File: config.mk
export PLATFORM = sky130hd
export DESIGN_NAME = tmvg_frac_div
export DESIGN_NICKNAME = d
export VERILOG_FILES = /design/src/tmvg_pkg.sv /design/src/tmvg_frac_div.sv
export SDC_FILE = /design/constraint.sdc
export NUM_CORES = 2
export LEC_CHECK = 0
export ABC_AREA = 1
export BUFFER_PORTS_ARGS = -buffer_cell sky130_fd_sc_hd__buf_2
export CORE_MARGIN = 1.5
export CORE_UTILIZATION = 55
export CTS_BUF_LIST = sky130_fd_sc_hd__clkbuf_8
export CTS_CLUSTER_DIAMETER = 30
export DETAILED_ROUTE_END_ITERATION = 8
export GPL_TIMING_DRIVEN = 0
export PLACE_DENSITY = 0.8
export SKIP_LAST_GASP = 1
export SYNTH_ARGS = -nofsm -noshare
export SYNTH_HDL_FRONTEND = slang
export SYNTH_SLANG_ARGS = --single-unit
File: constraint.sdc
create_clock -name clk -period 10.8 [get_ports clk]
set_input_delay 2.16 -clock clk [delete_from_list [all_inputs] [get_ports clk]]
set_output_delay 2.16 -clock clk [all_outputs]
set_load 0.03 [all_outputs]
File: src/tmvg_pkg.sv
// Shared types, constants and helpers for the torus mesh vertex generator.
// No dependencies; every other file of the block imports this package.
`default_nettype none

package tmvg_pkg;

	localparam int MAX_SUBDIV   = 1024;
	localparam int CNT_W        = 10;
	localparam int IDX_W        = 10;
	localparam int RAD_W        = 16;
	localparam int POS_W        = 17;
	localparam int NORM_W       = 16;
	localparam int TEX_W        = 17;
	localparam int TEX_FRAC     = 16;
	localparam int ANG_W        = 32;
	localparam int CORDIC_STEPS = 16;
	localparam int CFG_IDX_W    = 2;

	// Latency of the fraction divider and of the sine/cosine unit in cycles.
	localparam int DIV_LAT = ANG_W + 2;
	localparam int SC_LAT  = CORDIC_STEPS + 2;

	localparam logic [CNT_W-1:0] CNT_MIN = CNT_W'(3);
	localparam logic [CNT_W-1:0] CNT_MAX = CNT_W'(MAX_SUBDIV - 1);
	localparam logic [TEX_W-1:0] TEX_ONE = TEX_W'(1 << TEX_FRAC);

	// CORDIC start vector: gain-compensated unit length in Q2.30.
	localparam logic signed [ANG_W-1:0] CORDIC_X0 = 32'sd652032874;

	// atan(2^-i) as a fraction of a full turn, 2^32 per turn.
	localparam logic signed [ANG_W-1:0] ATAN_TURN [CORDIC_STEPS] = '{
		32'sd536870912, 32'sd316933406, 32'sd167458907, 32'sd85004756,
		32'sd42667331,  32'sd21354465,  32'sd10679838,  32'sd5340245,
		32'sd2670163,   32'sd1335087,   32'sd667544,    32'sd333772,
		32'sd166886,    32'sd83443,     32'sd41721,     32'sd20861
	};

	typedef enum logic [CFG_IDX_W-1:0] {
		REG_INNER_RADIUS = 2'd0,
		REG_OUTER_RADIUS = 2'd1,
		REG_SLICE_COUNT  = 2'd2,
		REG_STACK_COUNT  = 2'd3
	} cfg_reg_t;

	// Subdivision counts are held in their usable range.
	function automatic logic [CNT_W-1:0] eff_count(input logic [CNT_W-1:0] c);
		logic [CNT_W-1:0] r;
		r = c;
		if (c < CNT_MIN) begin
			r = CNT_MIN;
		end else if (c > CNT_MAX) begin
			r = CNT_MAX;
		end
		return r;
	endfunction

	function automatic logic signed [POS_W-1:0] sat_pos(input logic signed [31:0] v);
		logic signed [POS_W-1:0] r;
		r = v[POS_W-1:0];
		if (v > 32'sd65535) begin
			r = 17'sd65535;
		end else if (v < -32'sd65536) begin
			r = -17'sd65536;
		end
		return r;
	endfunction

	function automatic logic signed [NORM_W-1:0] sat_norm(input logic signed [31:0] v);
		logic signed [NORM_W-1:0] r;
		r = v[NORM_W-1:0];
		if (v > 32'sd32767) begin
			r = 16'sd32767;
		end else if (v < -32'sd32768) begin
			r = -16'sd32768;
		end
		return r;
	endfunction

endpackage

`default_nettype wire

File: src/tmvg_frac_div.sv
// Pipelined fraction divider: idx/cnt as a rounded turn phase and texture value.
// Depends on tmvg_pkg; one quotient bit per stage, DIV_LAT stages in all.
`default_nettype none

module tmvg_frac_div import tmvg_pkg::*; (
	input  wire logic             clk,
	input  wire logic             en,
	input  wire logic [CNT_W-1:0] idx,
	input  wire logic [CNT_W-1:0] cnt,
	output logic [ANG_W-1:0]      phase,
	output logic [TEX_W-1:0]      tex
);

	logic [CNT_W-1:0] rem_s [0:ANG_W];
	logic [ANG_W:0]   quo_s [0:ANG_W];
	logic [TEX_W-1:0] tex_s [TEX_FRAC+1:ANG_W];
	logic [ANG_W-1:0] phase_s33;
	logic [TEX_W-1:0] tex_s33;

	logic [CNT_W:0]   dbl   [1:ANG_W];
	logic [CNT_W:0]   diff  [1:ANG_W];
	logic             ge    [1:ANG_W];
	logic [CNT_W-1:0] half;
	logic             rnd_tex;
	logic             rnd_phase;

	assign half = cnt >> 1;

	// Round half up: the remainder plus half the divisor reaching the divisor.
	assign rnd_tex   = ({1'b0, rem_s[TEX_FRAC]} + {1'b0, half}) >= {1'b0, cnt};
	assign rnd_phase = ({1'b0, rem_s[ANG_W]} + {1'b0, half}) >= {1'b0, cnt};

	always_comb begin
		for (int k = 1; k <= ANG_W; k++) begin
			dbl[k]  = {rem_s[k-1], 1'b0};
			diff[k] = dbl[k] - {1'b0, cnt};
			ge[k]   = dbl[k] >= {1'b0, cnt};
		end
	end

	always_ff @(posedge clk) begin
		if (en) begin
			// The index never exceeds the count, so the integer part is one bit.
			quo_s[0] <= (ANG_W+1)'(idx == cnt);
			rem_s[0] <= (idx == cnt) ? '0 : idx;
			for (int k = 1; k <= ANG_W; k++) begin
				quo_s[k] <= {quo_s[k-1][ANG_W-1:0], ge[k]};
				rem_s[k] <= ge[k] ? diff[k][CNT_W-1:0] : dbl[k][CNT_W-1:0];
			end
			tex_s[TEX_FRAC+1] <= quo_s[TEX_FRAC][TEX_W-1:0] + TEX_W'(rnd_tex);
			for (int k = TEX_FRAC + 2; k <= ANG_W; k++) begin
				tex_s[k] <= tex_s[k-1];
			end
			phase_s33 <= quo_s[ANG_W][ANG_W-1:0] + ANG_W'(rnd_phase);
			tex_s33   <= tex_s[ANG_W];
		end
	end

	assign phase = phase_s33;
	assign tex   = tex_s33;

endmodule

`default_nettype wire

==> flow_summary.yaml <==
critical_path:
  slowest_stage: "buf_1"
  crit_end: "tex_s[17][14]"
  crit_family: "buffers and inverters"
  regToRegSetupSlack_ns: 6.08
  critPathLaunchType: "input pin"
  path_buf_inv: 7
  max_stage_delay_ns: 0.64
  worstRegToRegCells: 24
  cp.depth: 22
  r2r-end: "tex_s[17][14]"
  critical_path_arrival_ns: 7.28
  required_ns: 11.46
  r2r-start: "rem_s[0][160]"
  startpoint: "cnt[0]"
  crit_path_cell_trace: "buf_4, buf_16, inv_2, buf_2, buf_1, buf_2, buf_12, fa_1, nor2_1, nand4_1, nand3_1, nand2_1, nand2_1, nand2_1, nand2_1, ha_1, nand3_1, nor3_2, nand2_1, nor2_1, nand4_1, xnor2_1"
  cpMostUsedCell: "nand2_1"
  path_max_fanout: 25
  crit_path_end_kind: "register"
  crit_type: "in -> reg"
sta:
  fin_tns_setup_ns: 0
  drv_slew: 0
  relSlewSlack_pct: 17.07
  grt_setup_unrepaired: "false"
  hold_violations: 0
  min_period_ns: 6.625
  finalHoldWorstSlack_ns: 0.3728
  max_freq_mhz: 151.0
  fin_skew_ns: 0.05183
  worstMarginPinSlew_ns: 1.244
  setup_viol: 0
  finalCritPeriodShare_pct: 61.34
yosys:
  synth_nets: 5501
  yosysSeqAreaShare_pct: 61.98
  postSynthAreaPerCell_um2: 11.40
  synth_edf_count: 1196
  netlist_area_um2: 57940
  syn_inst: 5082
  synth_seq_cells: 1196
  synthTopCellsByArea: "edfxtp_1 (62%), ha_1 (7.8%), nand2_1 (6.6%)"
  synth_top_area_share_pct: 61.98
  synth_ff_type: "edfxtp_1"
  synth.distinct_cells: 36
  ys_async_sr_fraction_pct: 0
  synth.largest_area_cell: "edfxtp_1"
  synth.yosys.warnings: 0
cts:
  clk_pin_slew_ns: 0.06
  cts_resized: 0
  htreeDepth: 4
  cts_buffers: 233
  clockRootBuffer: "clkbuf_8"
  cts_tree: "done"
  postCtsHoldBufs: 0
  clkSinkCount: 1196
  cts_max_path_buffers: 3
  insertion_delay_ns: 0.91
  post-cts-setup-buffer-count: 0
detailed_routing:
  wl_met2_mm: 55.09
  vias: 37750
  highest_layer: "met4"
  drt-initial-drc-count: 2896
  via_per_inst: 5.401
  drtPass1Iterations: 5
  wirelength_mm: 118.3
  remaining_drc_errors: 0
  routedLengthMet1_mm: 50.93
  dr_wl_met3_mm: 7.673
  ant_nets: 0
  drt-wirelength-per-cell_um: 16.93
grt:
  overflow: 0
  grt_pass1_vias: 36550
  grt_pass1_wl_mm: 187.5
  grt_max_degree: 196
  antenna_found_initial: 5
  track_usage_pct: 22.11
cells_and_area:
  synthToLayoutAreaGrowth_pct: 14.01
  fin_nets: 5823
  nFillCells: 7818
  layout_commonest_cell: "edfxtp_1"
  final_cell_mix: "edfxtp_1 (1196), nand2_1 (1026), inv_1 (650), ha_1 (362), nor2_1 (331)"
  drive_gt1_share_pct: 10.15
flow_run:
  drv_cap: 0
floorplanning:
  core_um2: 103900
  rows: 118
  die-area_um2: 107300
  die-height_um: 327.6
  io_pins: 71
  die_w_um: 327.6
  start_util_pct: 55.75
power_and_ir_drop:
  peakVddDrop_mv: 0.1499
  p_leak_nw: 28.01
  powerDensity_nw_per_um2: 277.9
placement:
  gp_congestion: 0.9180
  hpwl_mm: 77.12
  port_buffers: 70
run_status:
  outcome: "finished clean"
worst_hold_path:
  hold_class: "reg -> reg"
[kinds of logic (layout without fill, tap and decap cells)]
family                     Yosys count  in the layout  share of synthesized area (%)
DFF                               1196           1196                          61.98
AOI/OAI and AO/OA                  658            658                          6.098
buffers and inverters              669           1195                          4.584
and+or+nand+nor                   1912           1912                          14.53
other                                0              1                              0
xor gates and xnor gates           250            250                          3.779
adders and majority gates          397            397                          9.026
[sequential cells by signal (all words and copies together), names as in the netlist]
register,flops
quo_s,545
rem_s,330
tex_s,272
tex,17
phase,32
[report_power, final]
| part | internal (mW) | switching (mW) |
|---|---|---|
| Combinational | 2.26 | 3.98 |
| Clock | 3.14 | 2.07 |
| Sequential | 6.41 | 0.501 |
| Total | 11.8 | 6.55 |
[Yosys cell counts, types with 32 or more instances]
cell type  instances
o21ai_1          211
edfxtp_1        1196
o21bai_1          34
nor3_1            55
fa_1              35
nor2_1           331
a31oi_1           55
nand3_2           32
ha_1             362
xnor2_1           70
nand2_1         1026
buf_4             34
inv_1            620
xor2_1           180
a21oi_1          190
o21ai_0          136
nand4_1          175
nand3_1          250
[layout make-up]
type	count	area [um^2]	share of cell area, %
multi-input cells	3217	19370	29.33
inverters	621	2336	3.536
plain buffers	48	326.6	0.4943
diodes	1	2.502	0.003788
flip-flops and latches	1196	35910	54.37
clock buffers	234	3221	4.875
well taps	1380	1727	2.614
clock inverters	205	2382	3.606
repair buffers	87	778.2	1.178
[worst min-delay path by stage]
stage,slack [ns],cells after the start,startpoint,end
2_1_floorplan,0.40,0,quo_s[0][966],quo_s[0][1000]
3_3_place_gp,0.40,0,tex_s[24][9],tex_s[25][9]
3_5_place_dp,0.40,0,quo_s[0][979],quo_s[0][1013]
4_1_cts,0.36,0,quo_s[0][501],quo_s[0][535]
5_1_grt,0.36,0,quo_s[0][501],quo_s[0][535]
6_report,0.37,0,quo_s[0][506],quo_s[0][540]
[per-layer routing]
layer | global-route usage [%] | vias to the layer above
li1 | - | 18570
met1 | 29.35 | 17610
met2 | 35.44 | 1266
met3 | 4.136 | 300
met4 | 10.27 | 0
met5 | 0 | -
[per-stage QoR]
| step | cells | total power [mW] | setup WS [ns] | utilization [%] | instance area (um^2) |
|---|---|---|---|---|---|
| 2_1_floorplan | 5082 | 11.48 | 4.699 | - | 57940 |
| 3_3_place_gp | 6532 | 13.10 | -10.51 | 57.75 | 60020 |
| 3_5_place_dp | 6549 | 13.12 | 3.214 | 58.16 | 60460 |
| 4_1_cts | 6988 | 18.43 | 4.206 | 63.55 | 66060 |
| 5_1_grt | 6989 | 19.64 | 3.924 | 63.56 | 66060 |
| 6_report | 6989 | 18.36 | 4.175 | 63.56 | 66060 |
Power figures use the tool's default switching activity.
