===== src/tmvg_pkg.sv =====
// Shared types, constants and helpers for the torus mesh vertex generator.
// No dependencies; every other file of the block imports this package.
`default_nettype none

package tmvg_pkg;

	localparam int MAX_SUBDIV   = 1024;
	localparam int CNT_W        = 10;
	localparam int IDX_W        = 10;
	localparam int RAD_W        = 16;
	localparam int POS_W        = 17;
	localparam int NORM_W       = 16;
	localparam int TEX_W        = 17;
	localparam int TEX_FRAC     = 16;
	localparam int ANG_W        = 32;
	localparam int CORDIC_STEPS = 16;
	localparam int CFG_IDX_W    = 2;

	// Latency of the fraction divider and of the sine/cosine unit in cycles.
	localparam int DIV_LAT = ANG_W + 2;
	localparam int SC_LAT  = CORDIC_STEPS + 2;

	localparam logic [CNT_W-1:0] CNT_MIN = CNT_W'(3);
	localparam logic [CNT_W-1:0] CNT_MAX = CNT_W'(MAX_SUBDIV - 1);
	localparam logic [TEX_W-1:0] TEX_ONE = TEX_W'(1 << TEX_FRAC);

	// CORDIC start vector: gain-compensated unit length in Q2.30.
	localparam logic signed [ANG_W-1:0] CORDIC_X0 = 32'sd652032874;

	// atan(2^-i) as a fraction of a full turn, 2^32 per turn.
	localparam logic signed [ANG_W-1:0] ATAN_TURN [CORDIC_STEPS] = '{
		32'sd536870912, 32'sd316933406, 32'sd167458907, 32'sd85004756,
		32'sd42667331,  32'sd21354465,  32'sd10679838,  32'sd5340245,
		32'sd2670163,   32'sd1335087,   32'sd667544,    32'sd333772,
		32'sd166886,    32'sd83443,     32'sd41721,     32'sd20861
	};

	typedef enum logic [CFG_IDX_W-1:0] {
		REG_INNER_RADIUS = 2'd0,
		REG_OUTER_RADIUS = 2'd1,
		REG_SLICE_COUNT  = 2'd2,
		REG_STACK_COUNT  = 2'd3
	} cfg_reg_t;

	// Subdivision counts are held in their usable range.
	function automatic logic [CNT_W-1:0] eff_count(input logic [CNT_W-1:0] c);
		logic [CNT_W-1:0] r;
		r = c;
		if (c < CNT_MIN) begin
			r = CNT_MIN;
		end else if (c > CNT_MAX) begin
			r = CNT_MAX;
		end
		return r;
	endfunction

	function automatic logic signed [POS_W-1:0] sat_pos(input logic signed [31:0] v);
		logic signed [POS_W-1:0] r;
		r = v[POS_W-1:0];
		if (v > 32'sd65535) begin
			r = 17'sd65535;
		end else if (v < -32'sd65536) begin
			r = -17'sd65536;
		end
		return r;
	endfunction

	function automatic logic signed [NORM_W-1:0] sat_norm(input logic signed [31:0] v);
		logic signed [NORM_W-1:0] r;
		r = v[NORM_W-1:0];
		if (v > 32'sd32767) begin
			r = 16'sd32767;
		end else if (v < -32'sd32768) begin
			r = -16'sd32768;
		end
		return r;
	endfunction

endpackage

`default_nettype wire


===== src/tmvg_sincos.sv =====
// Pipelined CORDIC sine and cosine of a 32-bit turn phase, results in Q2.30.
// Depends on tmvg_pkg; fold stage, one stage per rotation, sign-restore stage.
`default_nettype none

module tmvg_sincos import tmvg_pkg::*; (
	input  wire logic                    clk,
	input  wire logic                    en,
	input  wire logic [ANG_W-1:0]        phase,
	output logic signed [ANG_W-1:0]      cos_val,
	output logic signed [ANG_W-1:0]      sin_val
);

	localparam logic signed [ANG_W-1:0] QUARTER = 32'sh4000_0000;

	logic signed [ANG_W-1:0] cx_s [0:CORDIC_STEPS];
	logic signed [ANG_W-1:0] cy_s [0:CORDIC_STEPS];
	logic signed [ANG_W-1:0] cz_s [0:CORDIC_STEPS];
	logic                    flip_s [0:CORDIC_STEPS];
	logic signed [ANG_W-1:0] cos_s17;
	logic signed [ANG_W-1:0] sin_s17;

	logic signed [ANG_W-1:0] dx [1:CORDIC_STEPS];
	logic signed [ANG_W-1:0] dy [1:CORDIC_STEPS];
	logic signed [ANG_W-1:0] z_in;
	logic                    fold;

	// Angles beyond a quarter turn either way move by a half turn, which is
	// the top bit of the phase, and both results change sign at the end.
	assign z_in = signed'(phase);
	assign fold = (z_in > QUARTER) || (z_in < -QUARTER);

	always_comb begin
		for (int k = 1; k <= CORDIC_STEPS; k++) begin
			dx[k] = cy_s[k-1] >>> (k - 1);
			dy[k] = cx_s[k-1] >>> (k - 1);
		end
	end

	always_ff @(posedge clk) begin
		if (en) begin
			cx_s[0]   <= CORDIC_X0;
			cy_s[0]   <= '0;
			cz_s[0]   <= fold ? signed'({~phase[ANG_W-1], phase[ANG_W-2:0]}) : z_in;
			flip_s[0] <= fold;
			for (int k = 1; k <= CORDIC_STEPS; k++) begin
				if (!cz_s[k-1][ANG_W-1]) begin
					cx_s[k] <= cx_s[k-1] - dx[k];
					cy_s[k] <= cy_s[k-1] + dy[k];
					cz_s[k] <= cz_s[k-1] - ATAN_TURN[k-1];
				end else begin
					cx_s[k] <= cx_s[k-1] + dx[k];
					cy_s[k] <= cy_s[k-1] - dy[k];
					cz_s[k] <= cz_s[k-1] + ATAN_TURN[k-1];
				end
				flip_s[k] <= flip_s[k-1];
			end
			cos_s17 <= flip_s[CORDIC_STEPS] ? -cx_s[CORDIC_STEPS] : cx_s[CORDIC_STEPS];
			sin_s17 <= flip_s[CORDIC_STEPS] ? -cy_s[CORDIC_STEPS] : cy_s[CORDIC_STEPS];
		end
	end

	assign cos_val = cos_s17;
	assign sin_val = sin_s17;

endmodule

`default_nettype wire


===== config.mk =====
export PLATFORM = sky130hd
export DESIGN_NAME = tmvg_sincos
export DESIGN_NICKNAME = d
export VERILOG_FILES = /design/src/tmvg_pkg.sv /design/src/tmvg_sincos.sv
export SDC_FILE = /design/constraint.sdc
export NUM_CORES = 2
export LEC_CHECK = 0
export BUFFER_PORTS_ARGS = -buffer_cell sky130_fd_sc_hd__buf_2
export CAP_MARGIN = 20
export CORE_ASPECT_RATIO = 1.75
export CORE_MARGIN = 3
export CORE_UTILIZATION = 31
export CTS_CLUSTER_DIAMETER = 150
export DETAILED_ROUTE_END_ITERATION = 16
export PLACE_DENSITY = 0.51
export SLEW_MARGIN = 10
export SYNTH_ARGS = -nofsm -noshare
export SYNTH_HDL_FRONTEND = slang
export SYNTH_SLANG_ARGS = --single-unit

===== constraint.sdc =====
create_clock -name clk -period 7.3 [get_ports clk]
set_input_delay 0.73 -clock clk [delete_from_list [all_inputs] [get_ports clk]]
set_output_delay 0.73 -clock clk [all_outputs]
set_load 0.005 [all_outputs]

==> summary.md <==
| Metric | Value |
|---|---|
| Status | finished clean |
| Slowest Stage Delay on Critical Path | 630 ps |
| ANT nets after route | 0 |
| Slew HR | 0.185 |
| Setup Viol. Count Final | 0 |
| DRT iter0 DRCs | 3474 |
| Clock root cell | clkbuf_16 |
| Buf+Inv Stages, Crit Path | 2 |
| Register Area | 0.0450 mm² |
| Post-synth EDFFs | 1499 |
| Post-Synthesis Cells | 12400 |
| Area of the multi-input gates | 0.0744 mm² |
| Synth Warn # | 0 |
| Gpl congestion | 0.964 |
| Largest net degree at the start of global routing | 88 |
| Net count after synthesis | 13900 |
| Postcts setup bufs | 0 |
| Crit path max fanout | 6 |
| Skew final | 70.9 ps |
| Final setup TNS | 0 ps |
| Final Routed Wirelength | 357000 µm |
| Depth of the CTS H-tree | 4 |
| WHS | 106 ps |
| CP dominant cell by count | o21ai_0 |
| DR vias/cell | 5.18 |
| Worst Reg2Reg Path Length in Cells | 18 |
| Ys async rst share | 0 |
| Primary FF master, synth | edfxtp_1 |
| Max-Cap Viols | 0 |
| Final Hold Fails | 0 |
| HPWL Detailed | 294000 µm |
| Synth Cell Area | 0.122 mm² |
| Final core utilization | 0.345 |
| Core area | 0.392 mm² |
| Worst EP required | 7870 ps |
| Clock sink count | 1499 |
| Total track usage | 0.173 |
| NumNets Final | 14200 |
| Total gr overflow | 0 |
| Critical path's slowest cell | nor4_1 |
| Area delta synth->final | 10.9% |
| Die Y | 836 µm |
| Clock Path Buffers | 4 |
| CTS tree | done |
| DRC viols | 0 |
| Worst-Skew Late Latency | 890 ps |
| Register area share after synthesis | 0.369 |
| TritonRoute pass-1 iters | 5 |
| Row count | 304 |
| Measured slew at the worst slew-check pin | 1210 ps |
| Full die area | 0.401 mm² |
| Vias in the first global route | 97300 |
| Hold Crit Start | phase[0] |
| Worst path cell trace | or4_1 > nor3_1 > nand2_1 > nor4_1 > inv_1 > o21ai_0 > xor2_1 > ha_1 > a21o_1 > a21o_1 > a21oi_1 > o21ai_0 > a211oi_1 > o21ai_0 > o41ai_1 > buf_4 > a31oi_1 > xnor2_1 |
| Number of fill cells | 40100 |
| CP Launch Type | register |
| CTS buffer count | 174 |
| DR WL/cell | 19.8 µm |
| Fmax | 0.168 GHz |
| First-pass GRT wire length | 542000 µm |
| Reg clk slew, reported paths | 60 ps |
| Max-slew violations | 0 |
| Hold path endpoint | cz_s[0][0] |
| PortBufs | 97 |
| Hold WC Path Type | in -> reg |
| Initial Util | 0.311 |
| CP arrival | 6510 ps |
| Final critical-path required period | 5950 ps |
| Cell variety after synth | 86 |
| Vias | 93200 |
| Period utilisation layout | 0.815 |
| Reg2reg end | cy_s[6][31] |
| # IOs | 98 |
| Synth Register Bits | 1499 |
| Die X | 480 µm |
| RSZ-0062 raised after global routing | false |
| Share of layout cells above drive strength 1 | 0.0516 |
| WHS Path Cells | 1 |
| Critical path class | reg -> reg |
| Initial antenna violation count | 2 |
| Syn Area/Cell | 9.80 µm² |
| Worst reg2reg path startpoint | cx_s[5][14] |
| CP delay by family, top | compound AO/OA/AOI/OAI gates |
| Reg-to-reg slack, setup | 1350 ps |
| Crit. End Element | register |
## synthesized netlist by cell type, types with 167 or more instances
library cell  instances  share of area
a21o_1              599          0.037
xnor2_1            1185          0.085
edfxtp_1           1499           0.37
o21ai_0             714          0.029
a21oi_1            1262          0.052
clkbuf_1            167         0.0051
nand2b_1            198          0.010
nand2_1             697          0.021
nor2_1              938          0.029
xor2_1              599          0.043
o21a_1              172          0.011
nor3_1              269          0.011
inv_1               488          0.015
nand3_1             231         0.0095
ha_1               1409           0.14
## how the worst max path moves through the flow
stage,from,endpoint,slack (ps),cells past startpoint
floorplan,en,cx_s[13][30],1780,17
global placement,en,cy_s[8][30],890,17
detailed placement,en,cy_s[8][30],950,17
CTS,cx_s[5][14],cy_s[6][31],1410,18
global route,cx_s[5][14],cy_s[6][31],1150,18
finish,cx_s[5][14],cy_s[6][31],1350,18
## metal layers
layer | GRT usage | share of wire | vias up
met5 | 0 | 0 | -
met4 | 0.157 | 0.11 | 0
met3 | 0.0181 | 0.022 | 1103
met2 | 0.376 | 0.60 | 1658
met1 | 0.121 | 0.28 | 43600
li1 | - | - | 46800
## flip-flops by register name (all words and copies together) (netlist names)
register and flops:
cy_s 481, cz_s 481, cx_s 456, cos_val 32, sin_val 32, flip_s 17
## kinds of logic after synthesis
logic type | count (synthesis) | share of synthesized area
AO/OA/AOI/OAI | 3794 | 0.196
multiplexers | 111 | 0.00974
AND/OR/NAND/NOR | 3114 | 0.123
flip-flops | 1499 | 0.369
buffers and inverters | 691 | 0.0213
adder cells (fa/ha/maj) | 1455 | 0.152
XOR/XNOR | 1784 | 0.128
## cell usage in the layout (no fill, tap or decap), types with 30 or more instances in the layout
cell | netlist | routed
mux2_2 | 62 | 62
nor2_1 | 938 | 938
a211oi_1 | 124 | 124
a21oi_1 | 1262 | 1262
or2_2 | 43 | 43
clkbuf_16 | 0 | 175
and3_1 | 117 | 117
o31a_1 | 30 | 30
o21a_1 | 172 | 172
edfxtp_1 | 1499 | 1499
nand4_1 | 94 | 94
o2111ai_1 | 30 | 30
o41ai_1 | 58 | 58
a21boi_0 | 46 | 46
nor2b_1 | 150 | 150
xor2_1 | 599 | 599
a31o_2 | 33 | 33
nand2b_1 | 198 | 198
a211o_1 | 34 | 34
a31oi_1 | 123 | 123
a21o_1 | 599 | 599
mux2i_1 | 49 | 49
clkinv_1 | 8 | 34
o31ai_1 | 127 | 127
o21ai_0 | 714 | 714
o21bai_1 | 161 | 161
inv_1 | 488 | 484
buf_2 | 3 | 98
nand3_1 | 231 | 231
nor4_1 | 87 | 85
fa_1 | 46 | 46
o211ai_1 | 47 | 47
or3_1 | 91 | 91
nor3_1 | 269 | 269
and2_1 | 59 | 59
nand2_1 | 697 | 685
ha_1 | 1409 | 1409
buf_4 | 0 | 127
or4_1 | 39 | 39
xnor2_1 | 1185 | 1185
## area by class of cell
cell class / instances / area share
multi-input cells: 10300 / 0.550
flip-flops and latches: 1499 / 0.333
well taps: 5202 / 0.0481
clock buffers: 198 / 0.0330
inverters: 498 / 0.0138
repair buffers: 259 / 0.0135
clock inverters: 99 / 0.00848
diodes: 1 / 0.0000185
## what timing repair did
item                      4_1_cts  5_1_grt
resized for setup               0        0
hold buffers                   29        0
hold endpoints to repair       29        0
## per-stage QoR
| step | worst slack [ps] | cells | cell area [µm²] |
|---|---|---|---|
| after floorplan | 1780 | 12400 | 122000 |
| after global placement | 889 | 17700 | 129000 |
| after detailed placement | 947 | 17700 | 129000 |
| after CTS | 1410 | 18000 | 135000 |
| after global routing | 1150 | 18000 | 135000 |
| final | 1350 | 18000 | 135000 |
Power is left out: the tool's default activity adds up to more than one toggle a clock period on the data nets, which glitch-free logic cannot reach.
